--- src/rtl/bcs_pkg.sv ---
// Shared types and constants of the beep code sequencer.
// Used by every module under rtl; depends on nothing else.
`default_nettype none

package bcs_pkg;

  // command codes carried in the input item's tuser
  localparam logic [1:0] CMD_TICK  = 2'd0;
  localparam logic [1:0] CMD_CHECK = 2'd1;
  localparam logic [1:0] CMD_ERROR = 2'd2;

  // configuration register indexes
  localparam logic [2:0] REG_HIGH_DIV   = 3'd0;
  localparam logic [2:0] REG_LOW_DIV    = 3'd1;
  localparam logic [2:0] REG_SHORT_TONE = 3'd2;
  localparam logic [2:0] REG_SHORT_PAUSE = 3'd3;
  localparam logic [2:0] REG_LONG_TONE  = 3'd4;
  localparam logic [2:0] REG_LONG_PAUSE = 3'd5;
  localparam logic [2:0] REG_CHECK_GAP  = 3'd6;
  localparam logic [2:0] REG_ERROR_GAP  = 3'd7;

  // reset values of the configuration registers
  localparam logic [15:0] HIGH_DIV_RST    = 16'd1193;
  localparam logic [15:0] LOW_DIV_RST     = 16'd1988;
  localparam logic [19:0] SHORT_TONE_RST  = 20'd120000;
  localparam logic [19:0] SHORT_PAUSE_RST = 20'd120000;
  localparam logic [19:0] LONG_TONE_RST   = 20'd700000;
  localparam logic [19:0] LONG_PAUSE_RST  = 20'd350000;
  localparam logic [19:0] CHECK_GAP_RST   = 20'd400000;
  localparam logic [19:0] ERROR_GAP_RST   = 20'd900000;

  // repetitions of the error pattern
  localparam logic [2:0] PATTERN_REPEATS = 3'd3;

  typedef struct packed {
    logic [15:0] high_tone_divisor;
    logic [15:0] low_tone_divisor;
    logic [19:0] short_tone_us;
    logic [19:0] short_pause_us;
    logic [19:0] long_tone_us;
    logic [19:0] long_pause_us;
    logic [19:0] checkpoint_gap_us;
    logic [19:0] error_gap_us;
  } bcs_cfg_t;

  // speaker_on sits in the lowest bit
  typedef struct packed {
    logic        busy_res;
    logic [15:0] tone_divisor;
    logic        speaker_on;
  } bcs_result_t;

  typedef struct packed {
    logic busy;
    logic time_zero;
  } bcs_status_t;

endpackage

`default_nettype wire

--- src/rtl/bcs_regs.sv ---
// Configuration register file of the beep code sequencer.
// Depends on bcs_pkg for the register indexes, reset values and bcs_cfg_t.
`default_nettype none

module bcs_regs
  import bcs_pkg::*;
(
  input  wire logic        clk,
  input  wire logic        rst,
  input  wire logic        cfg_wr_en,
  input  wire logic [2:0]  cfg_index,
  input  wire logic [19:0] cfg_wdata,
  output bcs_cfg_t         cfg
);

  // register writes, decoded by index
  always_ff @(posedge clk) begin
    if (rst) begin
      cfg.high_tone_divisor <= HIGH_DIV_RST;
      cfg.low_tone_divisor  <= LOW_DIV_RST;
      cfg.short_tone_us     <= SHORT_TONE_RST;
      cfg.short_pause_us    <= SHORT_PAUSE_RST;
      cfg.long_tone_us      <= LONG_TONE_RST;
      cfg.long_pause_us     <= LONG_PAUSE_RST;
      cfg.checkpoint_gap_us <= CHECK_GAP_RST;
      cfg.error_gap_us      <= ERROR_GAP_RST;
    end else if (cfg_wr_en) begin
      unique case (cfg_index)
        REG_HIGH_DIV:    cfg.high_tone_divisor <= cfg_wdata[15:0];
        REG_LOW_DIV:     cfg.low_tone_divisor  <= cfg_wdata[15:0];
        REG_SHORT_TONE:  cfg.short_tone_us     <= cfg_wdata;
        REG_SHORT_PAUSE: cfg.short_pause_us    <= cfg_wdata;
        REG_LONG_TONE:   cfg.long_tone_us      <= cfg_wdata;
        REG_LONG_PAUSE:  cfg.long_pause_us     <= cfg_wdata;
        REG_CHECK_GAP:   cfg.checkpoint_gap_us <= cfg_wdata;
        REG_ERROR_GAP:   cfg.error_gap_us      <= cfg_wdata;
      endcase
    end
  end

endmodule

`default_nettype wire

--- src/rtl/bcs_core.sv ---
// Input register, pattern state and phase resolution of the beep code sequencer.
// Depends on bcs_pkg; the result goes to bcs_out_buf.
`default_nettype none

module bcs_core
  import bcs_pkg::*;
(
  input  wire logic        clk,
  input  wire logic        rst,
  input  wire bcs_cfg_t    cfg,
  input  wire logic        in_valid,
  output logic             in_ready,
  input  wire logic [1:0]  cmd,
  input  wire logic [7:0]  count,
  input  wire logic        buf_ready,
  output logic             res_valid,
  output bcs_result_t      res,
  output bcs_status_t      status
);

  typedef enum logic [5:0] {
    PH_IDLE        = 6'b000001,
    PH_LONG_TONE   = 6'b000010,
    PH_LONG_PAUSE  = 6'b000100,
    PH_SHORT_TONE  = 6'b001000,
    PH_SHORT_PAUSE = 6'b010000,
    PH_GAP         = 6'b100000
  } phase_t;

  // where phase resolution starts
  typedef enum logic [2:0] {
    ENT_LT, ENT_LP, ENT_SP, ENT_TONES, ENT_GAP, ENT_REPEAT
  } entry_t;

  typedef struct packed {
    phase_t      ph;
    logic [19:0] time_left;
    logic [7:0]  tones;
    logic [2:0]  reps;
  } land_t;

  // walks past phases of zero length to the first one that lasts; a second
  // pass covers one repetition of the error pattern, after which an all-zero
  // repetition can only end in idle
  function automatic land_t resolve(input entry_t ent, input logic [7:0] n_in,
                                    input logic [2:0] r_in, input logic err,
                                    input logic [7:0] saved, input bcs_cfg_t c);
    land_t       lnd;
    entry_t      pos;
    logic [7:0]  n;
    logic [2:0]  r;
    logic [19:0] gap_len;
    logic        done;
    lnd     = '{PH_IDLE, 20'd0, n_in, 3'd0};
    pos     = ent;
    n       = n_in;
    r       = r_in;
    done    = 1'b0;
    gap_len = err ? c.error_gap_us : c.checkpoint_gap_us;
    for (int pass = 0; pass < 2; pass++) begin
      if (!done && pos == ENT_LT) begin
        if (c.long_tone_us != 20'd0) begin
          lnd  = '{PH_LONG_TONE, c.long_tone_us, n, r};
          done = 1'b1;
        end else pos = ENT_LP;
      end
      if (!done && pos == ENT_LP) begin
        if (c.long_pause_us != 20'd0) begin
          lnd  = '{PH_LONG_PAUSE, c.long_pause_us, n, r};
          done = 1'b1;
        end else pos = ENT_TONES;
      end
      if (!done && pos == ENT_SP) begin
        if (c.short_pause_us != 20'd0) begin
          lnd  = '{PH_SHORT_PAUSE, c.short_pause_us, n, r};
          done = 1'b1;
        end else pos = ENT_TONES;
      end
      if (!done && pos == ENT_TONES) begin
        if (n != 8'd0) begin
          if (c.short_tone_us != 20'd0) begin
            lnd  = '{PH_SHORT_TONE, c.short_tone_us, n - 8'd1, r};
            done = 1'b1;
          end else if (c.short_pause_us != 20'd0) begin
            lnd  = '{PH_SHORT_PAUSE, c.short_pause_us, n - 8'd1, r};
            done = 1'b1;
          end else begin
            // all tones of zero length go by at once
            n   = 8'd0;
            pos = ENT_GAP;
          end
        end else pos = ENT_GAP;
      end
      if (!done && pos == ENT_GAP) begin
        if (gap_len != 20'd0) begin
          lnd  = '{PH_GAP, gap_len, n, r};
          done = 1'b1;
        end else pos = ENT_REPEAT;
      end
      if (!done && pos == ENT_REPEAT) begin
        if (err && r > 3'd1) begin
          r   = r - 3'd1;
          n   = saved;
          pos = ENT_LT;
        end else begin
          lnd  = '{PH_IDLE, 20'd0, n, 3'd0};
          done = 1'b1;
        end
      end
    end
    if (!done) lnd = '{PH_IDLE, 20'd0, n, 3'd0};
    return lnd;
  endfunction

  // speaker gate, divisor and busy for a phase
  function automatic bcs_result_t report(input phase_t ph, input logic [7:0] saved,
                                         input logic err, input bcs_cfg_t c);
    bcs_result_t o;
    o.speaker_on   = 1'b0;
    o.tone_divisor = 16'd0;
    o.busy_res     = (ph != PH_IDLE);
    unique case (ph)
      PH_LONG_TONE: begin
        o.speaker_on   = 1'b1;
        o.tone_divisor = c.low_tone_divisor;
      end
      PH_LONG_PAUSE: o.tone_divisor = c.low_tone_divisor;
      PH_SHORT_TONE: begin
        o.speaker_on   = 1'b1;
        o.tone_divisor = c.high_tone_divisor;
      end
      PH_SHORT_PAUSE: o.tone_divisor = c.high_tone_divisor;
      PH_GAP: begin
        if (saved != 8'd0) o.tone_divisor = c.high_tone_divisor;
        else if (err) o.tone_divisor = c.low_tone_divisor;
      end
      default: ;
    endcase
    return o;
  endfunction

  logic        in_full;
  logic [1:0]  in_cmd;
  logic [7:0]  in_count;

  phase_t      phase, phase_next;
  logic [19:0] time_left, time_left_next;
  logic [7:0]  tones_left, tones_left_next;
  logic [2:0]  repeats_left, repeats_left_next;
  logic [7:0]  saved_count, saved_count_next;
  logic        error_mode, error_mode_next;

  logic        proc;
  logic [19:0] time_dec;
  entry_t      tick_ent;
  entry_t      start_ent;
  logic        start_err;
  logic [2:0]  start_reps;
  land_t       tick_land;
  land_t       start_land;

  // input register; an item is worked on once the result buffer has room
  assign in_ready = !in_full || buf_ready;
  assign proc     = in_full && buf_ready;

  always_ff @(posedge clk) begin
    if (rst) begin
      in_full <= 1'b0;
    end else if (in_ready) begin
      in_full <= in_valid;
    end
  end

  always_ff @(posedge clk) begin
    if (in_valid && in_ready) begin
      in_cmd   <= cmd;
      in_count <= count;
    end
  end

  // what follows the phase now running
  always_comb begin
    unique case (phase)
      PH_LONG_TONE:   tick_ent = ENT_LP;
      PH_LONG_PAUSE:  tick_ent = ENT_TONES;
      PH_SHORT_TONE:  tick_ent = ENT_SP;
      PH_SHORT_PAUSE: tick_ent = ENT_TONES;
      default:        tick_ent = ENT_REPEAT;
    endcase
  end

  assign time_dec   = time_left - 20'd1;
  assign start_err  = (in_cmd == CMD_ERROR);
  assign start_ent  = start_err ? ENT_LT : ENT_TONES;
  assign start_reps = start_err ? PATTERN_REPEATS : 3'd0;
  assign tick_land  = resolve(tick_ent, tones_left, repeats_left, error_mode,
                              saved_count, cfg);
  assign start_land = resolve(start_ent, in_count, start_reps, start_err, in_count, cfg);

  // next state and result of the item in the input register
  always_comb begin
    phase_next        = phase;
    time_left_next    = time_left;
    tones_left_next   = tones_left;
    repeats_left_next = repeats_left;
    saved_count_next  = saved_count;
    error_mode_next   = error_mode;
    res               = report(phase, saved_count, error_mode, cfg);
    if (proc) begin
      case (in_cmd) inside
        CMD_TICK: begin
          if (phase != PH_IDLE) begin
            if (time_dec != 20'd0) begin
              time_left_next = time_dec;
            end else begin
              phase_next        = tick_land.ph;
              time_left_next    = tick_land.time_left;
              tones_left_next   = tick_land.tones;
              repeats_left_next = tick_land.reps;
            end
          end
        end
        CMD_CHECK, CMD_ERROR: begin
          if (phase == PH_IDLE) begin
            phase_next        = start_land.ph;
            time_left_next    = start_land.time_left;
            tones_left_next   = start_land.tones;
            repeats_left_next = start_land.reps;
            saved_count_next  = in_count;
            error_mode_next   = start_err;
            res               = report(start_land.ph, in_count, start_err, cfg);
          end
        end
        default: ;
      endcase
    end
  end

  always_ff @(posedge clk) begin
    if (rst) begin
      phase        <= PH_IDLE;
      time_left    <= 20'd0;
      tones_left   <= 8'd0;
      repeats_left <= 3'd0;
      saved_count  <= 8'd0;
      error_mode   <= 1'b0;
    end else begin
      phase        <= phase_next;
      time_left    <= time_left_next;
      tones_left   <= tones_left_next;
      repeats_left <= repeats_left_next;
      saved_count  <= saved_count_next;
      error_mode   <= error_mode_next;
    end
  end

  assign res_valid        = proc;
  assign status.busy      = (phase != PH_IDLE);
  assign status.time_zero = (time_left == 20'd0);

endmodule

`default_nettype wire

--- src/rtl/bcs_out_buf.sv ---
// Result register with a skid entry for the beep code sequencer output.
// Depends on bcs_pkg for bcs_result_t.
`default_nettype none

module bcs_out_buf
  import bcs_pkg::*;
(
  input  wire logic        clk,
  input  wire logic        rst,
  input  wire logic        push,
  input  wire bcs_result_t push_data,
  output logic             buf_ready,
  output logic             out_valid,
  input  wire logic        out_ready,
  output bcs_result_t      out_data
);

  logic        skid_valid;
  bcs_result_t skid_data;

  assign buf_ready = !skid_valid;

  // control: main register refills from the skid entry first
  always_ff @(posedge clk) begin
    if (rst) begin
      out_valid  <= 1'b0;
      skid_valid <= 1'b0;
    end else if (out_ready || !out_valid) begin
      if (skid_valid) begin
        out_valid  <= 1'b1;
        skid_valid <= 1'b0;
      end else begin
        out_valid <= push;
      end
    end else if (push) begin
      skid_valid <= 1'b1;
    end
  end

  // payload
  always_ff @(posedge clk) begin
    if (out_ready || !out_valid) begin
      if (skid_valid) out_data <= skid_data;
      else if (push) out_data <= push_data;
    end else if (push) begin
      skid_data <= push_data;
    end
  end

endmodule

`default_nettype wire

--- src/rtl/beep_code_sequencer.sv ---
// Top level of the beep code sequencer: register file, core and result buffer.
// Depends on bcs_pkg, bcs_regs, bcs_core and bcs_out_buf.
//
//   channel   direction  handshake                  payload
//   s_*       in         s_tvalid / s_tready        tuser cmd, tdata count
//   m_*       out        m_tvalid / m_tready        tdata speaker_on, tone_divisor, busy_res
//   cfg_*     in         cfg_wr_en, no wait         cfg_index, cfg_wdata
//
// One item per cycle sustained while the skid entry has room; each item is held in
// the input register and then moves to the result register or the skid entry. All
// zero-length phases of a start or tick are resolved combinationally as the item
// leaves the input register. rst is synchronous and clears control state and loads
// register defaults.
// A stalled output is absorbed by one skid entry; s_tready drops only when the
// skid entry is full and the input register still holds an item.
`default_nettype none

module beep_code_sequencer
  import bcs_pkg::*;
(
  input  wire logic        clk,
  input  wire logic        rst,
  input  wire logic        s_tvalid,
  output logic             s_tready,
  input  wire logic [7:0]  s_tdata,   // [7:0] count
  input  wire logic [1:0]  s_tuser,   // [1:0] cmd
  output logic             m_tvalid,
  input  wire logic        m_tready,
  output logic [23:0]      m_tdata,   // [0] speaker_on, [16:1] tone_divisor, [17] busy_res
  input  wire logic        cfg_wr_en,
  input  wire logic [2:0]  cfg_index,
  input  wire logic [19:0] cfg_wdata
);

  bcs_cfg_t    cfg;
  bcs_result_t res;
  bcs_result_t out_data;
  bcs_status_t status;
  logic        res_valid;
  logic        buf_ready;

  bcs_regs u_regs (
    .clk       (clk),
    .rst       (rst),
    .cfg_wr_en (cfg_wr_en),
    .cfg_index (cfg_index),
    .cfg_wdata (cfg_wdata),
    .cfg       (cfg)
  );

  bcs_core u_core (
    .clk       (clk),
    .rst       (rst),
    .cfg       (cfg),
    .in_valid  (s_tvalid),
    .in_ready  (s_tready),
    .cmd       (s_tuser),
    .count     (s_tdata),
    .buf_ready (buf_ready),
    .res_valid (res_valid),
    .res       (res),
    .status    (status)
  );

  bcs_out_buf u_out_buf (
    .clk       (clk),
    .rst       (rst),
    .push      (res_valid),
    .push_data (res),
    .buf_ready (buf_ready),
    .out_valid (m_tvalid),
    .out_ready (m_tready),
    .out_data  (out_data)
  );

  assign m_tdata = {6'd0, out_data};

  // a running phase always has time left
  assert property (@(posedge clk) disable iff (rst) status.busy |-> !status.time_zero)
    else $error("running phase with no time left");

  // the skid entry only fills behind a held result
  assert property (@(posedge clk) disable iff (rst) !buf_ready |-> m_tvalid)
    else $error("skid entry full with empty result register");

  // a tone only sounds while a pattern plays
  assert property (@(posedge clk) disable iff (rst) (m_tvalid && m_tdata[0]) |-> m_tdata[17])
    else $error("speaker on while idle");

  // idle selects no divisor
  assert property (@(posedge clk) disable iff (rst)
    (m_tvalid && !m_tdata[17]) |-> (m_tdata[16:1] == 16'd0))
    else $error("divisor selected while idle");

endmodule

`default_nettype wire
--- config.mk ---
export PLATFORM = sky130hd
export DESIGN_NAME = beep_code_sequencer
export DESIGN_NICKNAME = d
export VERILOG_FILES = /design/src/rtl/bcs_pkg.sv /design/src/rtl/bcs_regs.sv /design/src/rtl/bcs_core.sv /design/src/rtl/bcs_out_buf.sv /design/src/rtl/beep_code_sequencer.sv
export SDC_FILE = /design/constraint.sdc
export NUM_CORES = 1
export LEC_CHECK = 0
export ABC_AREA = 1
export BUFFER_PORTS_ARGS = -buffer_cell sky130_fd_sc_hd__buf_2
export CAP_MARGIN = 0
export CORE_UTILIZATION = 40
export CTS_CLUSTER_SIZE = 10
export DETAILED_ROUTE_END_ITERATION = 6
export GPL_TIMING_DRIVEN = 0
export PLACE_DENSITY = 0.59
export RECOVER_POWER = 50
export SETUP_SLACK_MARGIN = 0.1
export SLEW_MARGIN = 20
export SYNTH_ARGS = -nofsm -noshare
export SYNTH_HDL_FRONTEND = slang
export SYNTH_SLANG_ARGS = --single-unit
export TNS_END_PERCENT = 5
--- constraint.sdc ---
create_clock -name clk -period 5.2 [get_ports clk]
set_input_delay 0.26 -clock clk [delete_from_list [all_inputs] [get_ports clk]]
set_output_delay 0.26 -clock clk [all_outputs]
set_load 0.1 [all_outputs]
==> results.yml <==
run_status:
  status: "finished, final reports clean"
timing:
  fmax_mhz: 197
  final-max-slew-violation-count: 0
  layout_min_cycle_time_ns: 5.07
  fin_crit_sh_pct: 97.5
  maxSlewHeadroom_pct: 5.51
  tightest_slew_ns: 1.41
  tns_ns: 0
  hold_viol: 0
  setup_viol: 0
  rsz0062_at_grt: "true"
  skew_ns: 0.0227
synthesis:
  synth_sequential_area_ratio_pct: 31.1
  async_flop_share_pct: 0
  syn_inst: 2805
  synth.distinct_cells: 57
  synth_warnings: 0
  avgSynthCellArea_um2: 6.19
  synth_edf_count: 46
  synthFlopType: "dfxtp_1"
  ys_seq_elements: 247
  synth_area_mm2: 0.0174
detailed_routing:
  drc_errors: 0
  drtAntennaViolNets: 0
  firstDrtPassIters: 6
  top_layer: "met4"
  met2RoutedLength_um: 38600
  wl_per_cell_um: 25.5
  drt-total-wl_um: 89400
  vias_per_cell: 5.85
  dr_wl_met3_um: 8090
  vias: 20511
  wl_met1_um: 36200
  drtIter0Drc: 2410
setup_path:
  required_ns: 5.72
  arrival_ns: 5.59
  crit_type: "register to register"
  critPathCaptureType: "register"
  ff2ff_path_depth: 24
  worst-path-max-fanout: 10
  worst_setup_path_start_kind: "register"
worst_hold_path:
  hold_path.class: "input pin to register"
  hold_depth: 3
cells_and_area:
  fin_nets: 2968
  multiInputGateArea_mm2: 0.0103
  area_growth_pct: 12.3
  drive_above_1_share_pct: 7.35
  regArea_mm2: 0.00541
  n_fill_cell: 4596
grt:
  antenna_found_initial: 2
  grt_pass1_wl_um: 128000
  grt_overflow: 0
  grtUsageTotal_pct: 40.0
  grt_pass1_vias: 19198
  grt_start_max_net_pins: 19
clock_tree:
  cts_buffers: 31
  htree_levels: 1
  cts.clk_slew.worst_paths_ns: 0.06
  clock-root-buffer: "clkbuf_16"
  clk_latency_ns: 0.60
  ctsLongestPathBuffers: 3
  post_cts_buffers: 0
  cts_tree: "done"
  clock-sinks: 247
power:
  p_total_w: 0.00559
  p_comb_share_pct: 23.4
  swShare_pct: 34.5
  vdd_drop_max_mv: 0.253
  leakagePower_nw: 9.12
  pwr-share-clk_pct: 38.3
  power_frac_seq_pct: 38.3
  power.internal_w: 0.00366
  power_switching_w: 0.00193
  p_per_area_mw_per_mm2: 286
die:
  die_h_um: 210
  start_util_pct: 40.9
  placementRows: 75
  ios: 64
  die_area_mm2: 0.0442
  coreArea_mm2: 0.0424
  die_x_um: 210
place:
  dp_hpwl_um: 70700
  gp_congestion: 1.05
  port-buffer-count: 54
job:
  max-cap-violations: 0
## state kept, by name, indices dropped and copies added (netlist names)
name                  flops
u_core.error_mode         1
u_core.in_cmd             2
u_core.in_count           8
u_core.in_full            1
u_core.phase              6
u_core.repeats_left       3
u_core.saved_count        8
u_core.time_left         20
u_core.tones_left         8
u_out_buf.out_data       18
u_out_buf.out_valid       1
u_out_buf.skid_data      18
u_out_buf.skid_valid      1
u_regs.cfg              152
## worst paths after layout
| path | from | end | slack [ns] |
|---|---|---|---|
| worst min register to register | u_regs.cfg[20] | u_regs.cfg[20] | 0.47 |
| worst max-delay path | u_core.error_mode | u_core.time_left[3] | 0.13 |
| worst min-delay path | cfg_wdata[17] | u_regs.cfg[37] | 0.07 |
| worst max register to register | u_core.error_mode | u_core.time_left[3] | 0.13 |
## routing by layer
metal | vias up | track usage (%)
li1 | 9455 | -
met1 | 9626 | 51.0
met2 | 1148 | 62.0
met3 | 282 | 7.30
met4 | 0 | 25.9
met5 | - | 0
## cells by family after synthesis
family | synth area share, %
AOI/OAI and AO/OA | 21.5
other | 0.0216
adders and majority gates | 1.37
DFF | 31.1
xor gates and xnor gates | 1.41
and+or+nand+nor | 34.4
buffers and inverters | 10.1
## power groups by stage
| stage | Clock [W] | Combinational (W) | Sequential (W) |
|---|---|---|---|
| detailed placement | 0 | 0.00125 | 0.00217 |
| floorplan | 0 | 0.000783 | 0.00221 |
| CTS | 0.00216 | 0.00127 | 0.00213 |
| finish | 0.00214 | 0.00131 | 0.00214 |
| global placement | 0 | 0.00124 | 0.00217 |
| global route | 0.00222 | 0.00141 | 0.00215 |
## through the flow
step	cell area (µm²)	std cells	utilization [%]	hold slack, ns	setup slack (ns)
CTS	19500	3504	45.9	0.0439	0.0995
global route	19500	3504	45.9	0.0752	0.0917
global placement	18400	3441	43.3	0.441	-0.00353
finish	19500	3508	46.0	0.0722	0.129
detailed placement	18400	3442	43.4	0.438	-0.0116
floorplan	17400	2810	-	0.359	1.62
## area by class of cell
cell class                 count  area share [%]
antenna                        4          0.0513
tap                          577            3.70
sequential                   247            27.7
buffer                       150            3.46
clock inverter                 8           0.610
multi-input combinational   2122            52.6
inverter                     291            5.60
clock buffer                  41            4.32
timing repair buffer          68            1.93
## critical path, stage by stage, from the launching register on
cell     delay [ns]
dfxtp_1        0.56
inv_2          0.06
buf_2          0.26
o21ai_2        0.62
nand2_1        0.12
nor2_1         0.12
nand3_1        0.33
nand3_2        0.26
nand3_4        0.15
buf_6          0.21
inv_2          0.16
nand2_1        0.07
o21ai_1        0.20
inv_1          0.14
ha_1           0.20
nand3_1        0.13
nor2_4         0.06
nand2_4        0.15
nand3_2        0.23
buf_2          0.33
nand2_1        0.11
nand3_1        0.07
nand2_1        0.07
nand3_1        0.13
a21oi_1        0.22
## repair_timing
item	CTS	global route
endpoints found under the hold margin	16	0
hold buffers	13	0
endpoints found under the setup margin	2	52
gates cloned	0	0
gates resized for setup	1	11
## Yosys cell counts, types with 7 or more instances
cell type | n | area share [%]
nand3_2 | 7 | 0.40
dfxtp_1 | 201 | 23
buf_1 | 7 | 0.15
buf_2 | 31 | 0.89
o221ai_1 | 10 | 0.50
or2_0 | 11 | 0.40
o21ai_0 | 288 | 8.3
o211ai_1 | 43 | 1.9
clkbuf_1 | 96 | 2.1
a21oi_1 | 194 | 5.6
nand3_1 | 219 | 6.3
inv_2 | 22 | 0.48
ha_1 | 19 | 1.4
inv_1 | 261 | 5.6
nor3_1 | 18 | 0.52
xor2_1 | 23 | 1.2
nor2_1 | 253 | 5.5
nand4_1 | 29 | 1.0
clkinv_1 | 8 | 0.17
o21ai_2 | 7 | 0.35
edfxtp_1 | 46 | 8.0
a22oi_1 | 19 | 0.82
o22ai_1 | 13 | 0.47
buf_4 | 14 | 0.61
nor4_1 | 8 | 0.29
a31oi_1 | 19 | 0.68
nand2_4 | 7 | 0.45
nand2_1 | 799 | 17
o21ai_1 | 55 | 1.6
nand2_2 | 12 | 0.43
nor2_2 | 7 | 0.25
## placed cells by master, fill, tap and decap left out, types with 43 or more instances in the layout
| cell | instances |
|---|---|
| edfxtp_1 | 46 |
| nand3_1 | 219 |
| o21ai_1 | 53 |
| nand2_1 | 799 |
| o211ai_1 | 43 |
| inv_1 | 261 |
| dfxtp_1 | 201 |
| o21ai_0 | 285 |
| nor2_1 | 252 |
| clkbuf_1 | 125 |
| a21oi_1 | 194 |
| buf_2 | 61 |
No activity file was read; power rests on OpenSTA's default activity.
